**config.mk**
```make
export PLATFORM = sky130hd
export DESIGN_NAME = login_stream_xor_cipher
export DESIGN_NICKNAME = d
export VERILOG_FILES = /design/src/rtl/lsxc_pkg.sv /design/src/rtl/login_stream_xor_cipher.sv
export SDC_FILE = /design/constraint.sdc
export NUM_CORES = 2
export LEC_CHECK = 0
export ABC_AREA = 1
export CORE_MARGIN = 2
export CORE_UTILIZATION = 45
export DETAILED_ROUTE_END_ITERATION = 6
export DONT_BUFFER_PORTS = 1
export GPL_TIMING_DRIVEN = 0
export PLACE_DENSITY = 0.65
export SYNTH_ARGS = -nofsm -noshare
export SYNTH_HDL_FRONTEND = slang
export SYNTH_SLANG_ARGS = --single-unit
```
**constraint.sdc**
```tcl
create_clock -name clock -period 10.8 [get_ports clock]
set_clock_uncertainty 0.05 [all_clocks]
set_input_delay 1.08 -clock clock [delete_from_list [all_inputs] [get_ports clock]]
set_output_delay 1.08 -clock clock [all_outputs]
set_load 0.05 [all_outputs]
```
**src/rtl/lsxc_pkg.sv**
```systemverilog
`timescale 1ns / 1ps
// Shared types and constants for the login stream XOR cipher.
// Depends on nothing; imported by login_stream_xor_cipher and its testbench.
package lsxc_pkg;

   typedef logic [31:0] word_type;
   typedef logic [4:0]  shamt_type;
   typedef logic [2:0]  step_type;

   // Field widths of the stream payloads and of the configuration index.
   localparam int unsigned SEED_W     = 32;
   localparam int unsigned BYTE_W     = 8;
   localparam int unsigned REQ_DATA_W = 40;
   localparam int unsigned CSR_IDX_W  = 3;

   // Register indexes on the configuration port.
   localparam logic [CSR_IDX_W-1:0] CSR_KEY_ONE     = 3'd0;
   localparam logic [CSR_IDX_W-1:0] CSR_KEY_TWO     = 3'd1;
   localparam logic [CSR_IDX_W-1:0] CSR_KEY_THREE   = 3'd2;
   localparam logic [CSR_IDX_W-1:0] CSR_SEED_MASK   = 3'd3;
   localparam logic [CSR_IDX_W-1:0] CSR_CIPHER_MODE = 3'd4;

   // Key update rules.
   localparam logic [1:0] MODE_NEW = 2'd0;
   localparam logic [1:0] MODE_OLD = 2'd1;
   localparam logic [1:0] MODE_MUL = 2'd2;

   // Item kinds carried in tuser.
   localparam logic ACT_LOAD    = 1'b0;
   localparam logic ACT_ENCRYPT = 1'b1;

   // Seed mixing constants.
   localparam word_type MIX_LOW_XOR  = 32'hffffaaaa;
   localparam word_type MIX_HIGH_XOR = 32'h43210000;
   localparam word_type MIX_HIGH_INV = 32'habcdffff;
   localparam word_type LOW_HALF     = 32'h0000ffff;
   localparam word_type HIGH_HALF    = 32'hffff0000;

   // Multiply-based rule constants.
   localparam word_type MUL_A = 32'h35ce9581;
   localparam word_type ADD_A = 32'h07afcc37;
   localparam word_type MUL_B = 32'h4c3a1353;
   localparam word_type ADD_B = 32'h16ef783f;

   // Sequencer steps of the multiply-based rule, one product per step.
   localparam step_type STEP_SQ_HI  = 3'd0;
   localparam step_type STEP_SQ_LO  = 3'd1;
   localparam step_type STEP_HI_K1  = 3'd2;
   localparam step_type STEP_SQ_MA  = 3'd3;
   localparam step_type STEP_SQ_NH  = 3'd4;
   localparam step_type STEP_SQ_MB  = 3'd5;
   localparam step_type STEP_LO_K2  = 3'd6;

endpackage

```
**src/rtl/login_stream_xor_cipher.sv**
```systemverilog
`timescale 1ns / 1ps
// Login stream XOR cipher: seed loading, byte encryption and key update.
// Depends on lsxc_pkg for constants and types.
// A result is registered on rsp in the cycle after its item is accepted.
// Load items, and encrypt items under rules 0, 1 and 3, never make the block busy.
// Under the multiply-based rule an accepted encrypt item keeps the block busy for seven
// steps of the single shared 32x32 multiplier, whose products depend on one another.
// Synchronous active-high reset clears configuration, key, sequencer and rsp_tvalid.
module login_stream_xor_cipher
   import lsxc_pkg::*;
(
   input  logic                  clock,
   input  logic                  reset,
   // Input items
   input  logic                  req_tvalid,
   output logic                  req_tready,
   input  logic [REQ_DATA_W-1:0] req_tdata,  // session_seed[31:0], data_in[39:32]
   input  logic                  req_tuser,  // action
   input  logic                  req_tlast,  // block_end
   // Result items
   output logic                  rsp_tvalid,
   input  logic                  rsp_tready,
   output logic [BYTE_W-1:0]     rsp_tdata,  // data_out[7:0]
   output logic                  rsp_tlast,  // block_end_out
   // Configuration writes
   input  logic                  csr_valid,
   output logic                  csr_ready,
   input  logic [CSR_IDX_W-1:0]  csr_index,
   input  logic [SEED_W-1:0]     csr_data
);

   localparam logic ST_IDLE = 1'b0;
   localparam logic ST_BUSY = 1'b1;

   // Configuration registers.
   word_type   key_one_ff, key_two_ff, key_three_ff, seed_mask_ff;
   logic [1:0] mode_ff;

   // Key state and sequencer.
   word_type   key_low_ff, key_low_in;
   word_type   key_high_ff, key_high_in;
   logic       state_ff, state_in;
   step_type   step_ff, step_in;
   word_type   acc_ff, acc_in;
   word_type   sq_ff, sq_in;
   shamt_type  sh_hi_ff, sh_hi_in;
   shamt_type  sh_lo_ff, sh_lo_in;

   // Output register.
   logic              rsp_valid_ff, rsp_valid_in;
   logic [BYTE_W-1:0] rsp_data_ff, rsp_data_in;
   logic              rsp_last_ff, rsp_last_in;

   logic        req_accept;
   logic        is_encrypt;
   word_type    seed;
   logic [BYTE_W-1:0] data_in;
   word_type    mul_a, mul_b, mul_prod;
   word_type    shift_src, shift_res;
   shamt_type   shift_amt;
   word_type    add_base, add_term, add_sum;
   word_type    lo_rot, hi_rot;

   assign seed       = req_tdata[SEED_W-1:0];
   assign data_in    = req_tdata[REQ_DATA_W-1:SEED_W];
   assign is_encrypt = (req_tuser == ACT_ENCRYPT);

   // Accept only when idle and the output register is free or draining.
   assign req_tready = (state_ff == ST_IDLE) && (!rsp_valid_ff || rsp_tready);
   assign req_accept = req_tvalid && req_tready;
   assign csr_ready  = 1'b1;

   assign rsp_tvalid = rsp_valid_ff;
   assign rsp_tdata  = rsp_data_ff;
   assign rsp_tlast  = rsp_last_ff;

   // Configuration register writes; unknown indexes are dropped.
   always_ff @(posedge clock) begin
      if (reset) begin
         key_one_ff   <= '0;
         key_two_ff   <= '0;
         key_three_ff <= '0;
         seed_mask_ff <= '0;
         mode_ff      <= MODE_NEW;
      end else if (csr_valid && csr_ready) begin
         case (csr_index)
            CSR_KEY_ONE:     key_one_ff   <= csr_data;
            CSR_KEY_TWO:     key_two_ff   <= csr_data;
            CSR_KEY_THREE:   key_three_ff <= csr_data;
            CSR_SEED_MASK:   seed_mask_ff <= csr_data;
            CSR_CIPHER_MODE: mode_ff      <= csr_data[1:0];
            default: ;
         endcase
      end
   end

   // Shared multiplier: operands chosen by the sequencer step.
   always_comb begin
      case (step_ff)
         STEP_SQ_HI: begin mul_a = key_high_ff; mul_b = key_high_ff; end
         STEP_SQ_LO: begin mul_a = key_low_ff;  mul_b = key_low_ff;  end
         STEP_HI_K1: begin mul_a = key_high_ff; mul_b = key_one_ff;  end
         STEP_SQ_MA: begin mul_a = sq_ff;       mul_b = MUL_A;       end
         STEP_SQ_NH: begin mul_a = key_high_ff; mul_b = key_high_ff; end
         STEP_SQ_MB: begin mul_a = sq_ff;       mul_b = MUL_B;       end
         STEP_LO_K2: begin mul_a = key_low_ff;  mul_b = key_two_ff;  end
         default:    begin mul_a = '0;          mul_b = '0;          end
      endcase
   end

   assign mul_prod = mul_a * mul_b;

   // Shared barrel shifter for the two key-constant shifts.
   assign shift_src = (step_ff == STEP_SQ_LO) ? key_one_ff : key_two_ff;
   assign shift_amt = (step_ff == STEP_SQ_LO) ? sh_hi_ff : sh_lo_ff;
   assign shift_res = shift_src >> shift_amt;

   // Adder: acc+product; acc+shift at STEP_SQ_LO; ADD_B+shift at STEP_SQ_NH.
   always_comb begin
      add_base = acc_ff;
      add_term = mul_prod;
      case (step_ff)
         STEP_SQ_LO: add_term = shift_res;
         STEP_SQ_NH: begin
            add_base = ADD_B;
            add_term = shift_res;
         end
         default: ;
      endcase
   end

   assign add_sum = add_base + add_term;

   // Rotated halves used by the shift/XOR rules.
   assign lo_rot = {key_high_ff[0], key_low_ff[31:1]};
   assign hi_rot = {key_low_ff[0], key_high_ff[31:1]};

   // Next-state logic for the key, sequencer and output register.
   always_comb begin
      key_low_in   = key_low_ff;
      key_high_in  = key_high_ff;
      state_in     = state_ff;
      step_in      = step_ff;
      acc_in       = acc_ff;
      sq_in        = sq_ff;
      sh_hi_in     = sh_hi_ff;
      sh_lo_in     = sh_lo_ff;
      rsp_valid_in = rsp_valid_ff && !rsp_tready;
      rsp_data_in  = rsp_data_ff;
      rsp_last_in  = rsp_last_ff;

      if (state_ff == ST_IDLE) begin
         if (req_accept && !is_encrypt) begin
            // Load the key from the session seed.
            key_low_in  = (((~seed) ^ seed_mask_ff) << 16) | ((seed ^ MIX_LOW_XOR) & LOW_HALF);
            key_high_in = ((seed ^ MIX_HIGH_XOR) >> 16) | (((~seed) ^ MIX_HIGH_INV) & HIGH_HALF);
         end else if (req_accept) begin
            rsp_valid_in = 1'b1;
            rsp_data_in  = data_in ^ key_low_ff[BYTE_W-1:0];
            rsp_last_in  = req_tlast;
            case (mode_ff)
               MODE_OLD: begin
                  key_low_in  = lo_rot ^ key_two_ff;
                  key_high_in = hi_rot ^ key_one_ff;
               end
               MODE_MUL: begin
                  state_in = ST_BUSY;
                  step_in  = STEP_SQ_HI;
               end
               default: begin
                  key_high_in = ({key_low_ff[0], hi_rot[31:1] ^ key_one_ff[31:1]})
                                ^ key_two_ff;
                  key_low_in  = lo_rot ^ key_three_ff;
               end
            endcase
         end
      end else begin
         // Multiply-based rule, one product per step.
         step_in = step_ff + 3'd1;
         case (step_ff)
            STEP_SQ_HI: begin
               sh_hi_in = mul_prod[4:0] + {mul_prod[2:0], 2'b00};
               acc_in   = ADD_A;
            end
            STEP_SQ_LO: begin
               sh_lo_in = mul_prod[4:0] + {mul_prod[3:0], 1'b0};
               sq_in    = mul_prod;
               acc_in   = add_sum;
            end
            STEP_SQ_MA: begin
               acc_in      = add_sum;
               key_high_in = add_sum;
            end
            STEP_SQ_NH: begin
               sq_in  = mul_prod;
               acc_in = add_sum;
            end
            STEP_LO_K2: begin
               acc_in     = add_sum;
               key_low_in = add_sum;
               state_in   = ST_IDLE;
            end
            default: acc_in = add_sum;
         endcase
      end
   end

   // Control and key state registers.
   always_ff @(posedge clock) begin
      if (reset) begin
         state_ff     <= ST_IDLE;
         step_ff      <= STEP_SQ_HI;
         key_low_ff   <= '0;
         key_high_ff  <= '0;
         rsp_valid_ff <= 1'b0;
      end else begin
         state_ff     <= state_in;
         step_ff      <= step_in;
         key_low_ff   <= key_low_in;
         key_high_ff  <= key_high_in;
         rsp_valid_ff <= rsp_valid_in;
      end
   end

   // Datapath registers.
   always_ff @(posedge clock) begin
      acc_ff      <= acc_in;
      sq_ff       <= sq_in;
      sh_hi_ff    <= sh_hi_in;
      sh_lo_ff    <= sh_lo_in;
      rsp_data_ff <= rsp_data_in;
      rsp_last_ff <= rsp_last_in;
   end

`ifndef SYNTHESIS
   // No item is taken while the sequencer runs.
   a_busy_not_ready: assert property (@(posedge clock) disable iff (reset)
      (state_ff == ST_BUSY) |-> !req_tready)
      else $error("item accepted during key update");

   // The sequencer never runs past its last step.
   a_step_range: assert property (@(posedge clock) disable iff (reset)
      (state_ff == ST_BUSY) |-> (step_ff <= STEP_LO_K2))
      else $error("sequencer step out of range");

   // The last step always returns the block to idle.
   a_last_step_idle: assert property (@(posedge clock) disable iff (reset)
      (state_ff == ST_BUSY && step_ff == STEP_LO_K2) |=> (state_ff == ST_IDLE))
      else $error("sequencer did not finish");

   // An accepted encrypt item always presents a result next cycle.
   a_encrypt_result: assert property (@(posedge clock) disable iff (reset)
      (req_accept && is_encrypt) |=> rsp_tvalid)
      else $error("encrypt item gave no result");

   // A load item never creates a result.
   a_load_silent: assert property (@(posedge clock) disable iff (reset)
      (req_accept && !is_encrypt && !rsp_valid_ff) |=> !rsp_tvalid)
      else $error("load item gave a result");
`endif

endmodule

```
# After elaboration in Yosys (flattened, before gate mapping)
# Index checks and enable logic that the tools add are counted.
# word_totals
ff_bits,266
latchBits,0
ramBits,0
rom_bits,0
out_inout_bits,12
wordCells,111
mem_count,0
# op_classes
addsub,4
multipliers,1
n_div,0
magnitude_cmp,0
n_eq_ne,16
shifts,1
n_mux,28
bitwise_logic,15
reduce_logical,30
# ops
operator,n
two-way mux 32 bit,11
case mux 32 bit (6 select lines),1
case mux 32 bit (2 select lines),2
XOR 32 bit,4
case mux 32 bit (3 select lines),1
adder 32 bit,1
multiplier 32 x 32 -> 32 bit,1
inverter 32 bit,1
bitwise OR 16 x 32 -> 32 bit,1
bitwise OR 32 x 16 -> 32 bit,1
right shift 32 x 5 -> 32 bit,1
XOR 31 bit,1
inverter 26 bit,1
AND reduction 2 bit,8
XOR 16 bit,1
"equality test 3 x 2 -> 1 bit, second input constant",4
"equality test 3 bit, second input constant",4
two-way mux 3 bit,4
AND reduction 3 bit,4
adder 5 bit,2
two-way mux 1 bit,8
inverter 8 bit,1
OR reduction 2 bit,4
XOR 8 bit,1
17 further kinds,27

# Longest topological paths before layout
# depth
ltp_word,8
depth_mapped,57

# Worst setup path after synthesis
# OpenSTA, ideal clock, no wires.
# synth_path
kind,flip-flop to flip-flop
startpoint,reg step_ff[0]
endpoint,reg key_high_ff[28]
setup_ns,0.074
arrival_ns,8.987
required_ns,10.676
setup_slack_ns,1.689
path_stages_with_launch,43
path_buffers,3
cell_sequence,dfxtp_1 -> inv_1 -> ha_1 -> nand2_4 -> inv_2 -> buf_2 -> nand2_1 -> nand4_1 -> clkbuf_1 -> buf_1 -> nand2_1 -> inv_1 -> fa_1 -> inv_1 -> fa_1 -> fa_1 -> fa_1 -> inv_1 -> (+7 left out) -> a21o_1 -> a21oi_1 -> nand2_1 -> a21oi_1 -> o21ai_1 -> a21boi_0 -> xnor2_1 -> nand2_1 -> o21ai_0 -> ha_1 -> nand2_1 -> nor4_1 -> a211oi_1 -> nand2_1 -> a31oi_1 -> xor2_1 -> or2_2 -> a31oi_1
# synth_between
elab_chain_len,8
word_cells_on_any_way,25
# synth_lines
item,line,source
from (decl),login_stream_xor_cipher.sv:43,"step_type step_ff, step_in;"
from (signal assigned),login_stream_xor_cipher.sv:218,step_ff <= step_in;
equality test 3 bit (tied with other cells),login_stream_xor_cipher.sv:99,case (step_ff)
OR reduction 2 bit (no line) / OR reduction 3 bit (equally long branches),--,
case mux 32 bit (6 select lines) / case mux 32 bit (3 select lines) (equally long branches),login_stream_xor_cipher.sv:99,
multiplier 32 x 32 -> 32 bit *,login_stream_xor_cipher.sv:111,assign mul_prod = mul_a * mul_b;
named net mul_prod[25],login_stream_xor_cipher.sv:58,"word_type mul_a, mul_b, mul_prod;"
two-way mux 32 bit *,login_stream_xor_cipher.sv:122,case (step_ff)
adder 32 bit *,login_stream_xor_cipher.sv:132,assign add_sum = add_base + add_term;
two-way mux 32 bit *,login_stream_xor_cipher.sv:180,case (step_ff)
two-way mux 32 bit *,login_stream_xor_cipher.sv:152,if (state_ff == ST_IDLE) begin
to (signal assigned),login_stream_xor_cipher.sv:220,key_high_ff <= key_high_in;
to (decl),login_stream_xor_cipher.sv:41,"word_type key_high_ff, key_high_in;"
# The timed path passes the listed nets; every way through them passes the cells marked *. The select of a mux whose other input is x is not followed.
# A chain may end at the register's enable or synchronous reset.

# Worst setup path after layout
# layout_path
startpoint,reg step_ff[1]
endpoint,reg key_high_ff[31]
# Same word-level chain as after synthesis.

==> impl_metrics.csv <==
group,metric,value,unit
outcome,outcome,"complete, but fails checks",
outcome,violations,"DRC",
sta,timing.hold.ws,0.399,ns
global_routing,grt_pass1_vias,30877,
sta,period_needed,10.45,ns
power_and_ir_drop,p_int,3630,uW
sta,setup_viol,0,
placed_design,placedCellCount,5754,
synth,yosys_most_used_dff,"dfxtp_1",
synth,syn_area_per_cell,7.18,um2
global_routing,grt_pass1_wl,209,mm
synth,synth-edff-count,83,
route,dr.pass1.iters,7,
power_and_ir_drop,clockPowerShare,0.117,
worst_setup_path,crit_fanout,10,
clock_tree,clk_pin_slew,0.06,ns
clock_tree,cts_tree,"yes",
layout,mostFrequentLayoutCells,"nand2_1 (1233), inv_1 (998), fa_1 (410), o21ai_0 (375), a21oi_1 (235)",
worst_setup_path,arrival,10.92,ns
synth,synth_cells,4776,
global_routing,track_usage,0.369,
floorplan,die_w,280,um
synth,netlist_area,34300,um2
global_routing,antenna_found_initial,2,
sta,clock.fmax,0.0957,GHz
placed_design,gp_congestion,1.08,
route,viasPerCell,5.68,
placed_design,dp_hpwl,119,mm
floorplan,initial_utilization,0.453,
min_path,worstHoldPathCells,2,
route,post-route-drc-count,1,
clock_tree,clockRootBuffer,"clkbuf_16",
synth,synth_cell_types,66,
global_routing,grt_max_degree,34,
synth,yosys_warnings,0,
floorplan,coreArea,75700,um2
synth,syn-num-nets,5433,
power_and_ir_drop,peakVddDrop,286,uV
synth,ys_seq_elements,266,
power_and_ir_drop,swShare,0.567,
power_and_ir_drop,p_comb_frac,0.733,
global_routing,grt_overflow,0,
power_and_ir_drop,leakagePower,0.0188,uW
clock_tree,clock_latency,0.61,ns
floorplan,rows,101,
synth,async_reset_ff_frac,0,
sta,slew_violations,0,
layout,post-route-util,0.488,
power_and_ir_drop,powerDensity,227,nW/um2
clock_tree,clock-sinks,266,
route,wire_per_inst,24.9,um
worst_setup_path,crit_path_start,"step_ff[1]",
synth,ys_seq_area_frac,0.180,
min_path,min-delay-start,"key_three_ff[26]",
worst_setup_path,required,11.27,ns
placed_design,io_buffers,0,
route,vias,33012,
clock_tree,cts_hold_buf,0,
clock_tree,h-tree-depth,1,
power_and_ir_drop,p_sw,4750,uW
floorplan,dieHeight,280,um
clock_tree,cts_max_path_buffers,3,
clock_tree,cts_buffers,28,
worst_setup_path,worstSetupPathType,"flop to flop",
min_path,hp-class,"flop to flop",
layout,final_common_cell,"nand2_1",
run,max_cap_violations,0,
floorplan,dieArea,78400,um2
sta,tightest_slew,1.20,ns
worst_setup_path,rr_worst_depth,43,
route,drt-initial-drc-count,4270,
worst_setup_path,crit_path_top_delay_cell,"fa_1",
layout,layout-drive-gt1-share,0.0653,
worst_setup_path,critPathCaptureType,"flop",
worst_setup_path,r2r_start,"step_ff[1]",
layout,final_area,36900,um2
route,wl,145,mm
layout,instances_no_fill,5817,
placed_design,place_area,35500,um2
power_and_ir_drop,seqPwrFrac,0.150,
floorplan,io_pins,94,
layout,syn2layout_area_growth,7.76,%
sta,relSlewSlack,0.201,
route,antenna_left,0,
worst_setup_path,start_kind,"flop",
worst_setup_path,reg2reg_slack,0.35,ns
sta,fin_crit_sh,0.967,
layout,nNetsFinal,5473,
sta,hold_viol,0,
worst_setup_path,slowest_delay,0.56,ns
layout,fill_cells,7601,
==> final timing paths <==
check / endpoint
max reg2reg: key_high_ff[31]
min: key_three_ff[26]
min reg2reg: key_three_ff[26]
max: key_high_ff[31]
==> registers in the layout, indices dropped and copies added (netlist names), 3 cells and up <==
| signal | count |
|---|---|
| acc_ff | 32 |
| key_high_ff | 32 |
| key_low_ff | 32 |
| key_one_ff | 32 |
| key_three_ff | 32 |
| key_two_ff | 32 |
| rsp_tdata | 8 |
| seed_mask_ff | 16 |
| sh_hi_ff | 5 |
| sh_lo_ff | 5 |
| sq_ff | 32 |
| step_ff | 3 |
==> critical path, delay by kind of cell (launching register included) <==
family / cells / cell delay (ns)
fa+ha+maj: 11 / 5.03
compound gates: 10 / 1.90
simple gates: 13 / 1.62
buf+inv: 8 / 1.16
flops: 1 / 0.39
xor+xnor: 1 / 0.19
==> cell families after synthesis <==
| group | after synthesis | share of synthesized area |
|---|---|---|
| AO/OA/AOI/OAI | 797 | 0.128 |
| XOR/XNOR | 166 | 0.0424 |
| adder cells (fa/ha/maj) | 575 | 0.300 |
| buffers and inverters | 1255 | 0.141 |
| flip-flops | 266 | 0.180 |
| multiplexers | 1 | 0.000292 |
| other | 1 | 0.000109 |
| AND/OR/NAND/NOR | 1715 | 0.209 |
==> stage by stage <==
step | TNS, ns | worst slack [ns] | power (uW)
global route | -0.0906 | -0.0438 | 8900
detailed placement | -16.34 | -1.15 | 6910
finish | 0 | 0.352 | 8380
CTS | 0 | 0.00487 | 7930
floorplan | 0 | 1.69 | 4890
global placement | -15.81 | -1.12 | 6860
==> Yosys cell counts, types with 4 or more instances <==
library cell	count	area, um2
o21ai_0	375	1880
o21bai_1	5	37.5
a211oi_1	10	75.1
nand3_1	124	621
inv_2	12	45.0
o21a_1	5	37.5
nor3_1	12	60.1
buf_1	13	48.8
nand2_2	9	56.3
nor4_1	4	25.0
nand2_1	1241	4660
o211ai_1	27	203
nand3_4	6	105
o22ai_1	16	100
nand3b_1	12	90.1
xnor2_1	65	569
clkbuf_1	184	691
clkinv_1	4	15.0
or2_2	50	313
a21o_1	6	45.0
a21oi_1	244	1220
buf_6	5	56.3
inv_1	999	3750
xor2_1	101	885
a221oi_1	17	149
nand3_2	16	160
buf_4	14	105
dfxtp_1	183	3660
a31oi_1	34	213
buf_2	23	115
o21ai_1	22	110
nand4_2	4	50.1
fa_1	411	8230
o221ai_1	6	52.6
ha_1	164	2050
nand4_1	17	106
o31ai_1	5	37.5
nor2_1	205	769
edfxtp_1	83	2490
==> power by group through the flow <==
stage | logic, uW | clock network (uW) | registers, uW
5_1_grt | 6640 | 1010 | 1250
3_5_place_dp | 5640 | 0 | 1270
2_1_floorplan | 3670 | 0 | 1220
4_1_cts | 5710 | 970 | 1250
6_report | 6140 | 978 | 1260
3_3_place_gp | 5580 | 0 | 1270
==> cell type report <==
class / instances / area [um2] / share of cell area
Sequential cell: 266 / 6160 / 0.167
Clock inverter: 10 / 76.3 / 0.00207
Inverter: 1016 / 3820 / 0.103
Timing Repair Buffer: 15 / 113 / 0.00305
Buffer: 234 / 1130 / 0.0307
Antenna cell: 2 / 5.00 / 0.000136
Tap cell: 978 / 1220 / 0.0331
Clock buffer: 41 / 801 / 0.0217
Multi-Input combinational cell: 3255 / 23600 / 0.639
==> routing by layer <==
| metal | vias to the layer above | wire length, um | track usage |
|---|---|---|---|
| li1 | 14693 | - | - |
| met1 | 15887 | 58400 | 0.513 |
| met2 | 2047 | 58700 | 0.525 |
| met3 | 385 | 19400 | 0.111 |
| met4 | 0 | 8440 | 0.167 |
| met5 | - | 0 | 0 |
==> timing repair <==
action                     in CTS  in global routing
setup buffers                   3                 12
resized for setup              61                143
hold endpoints to repair        0                  0
pin swaps                       3                 10
cloned                          0                  0
setup endpoints to repair      24                 18
(Power assumes the default switching activity.)
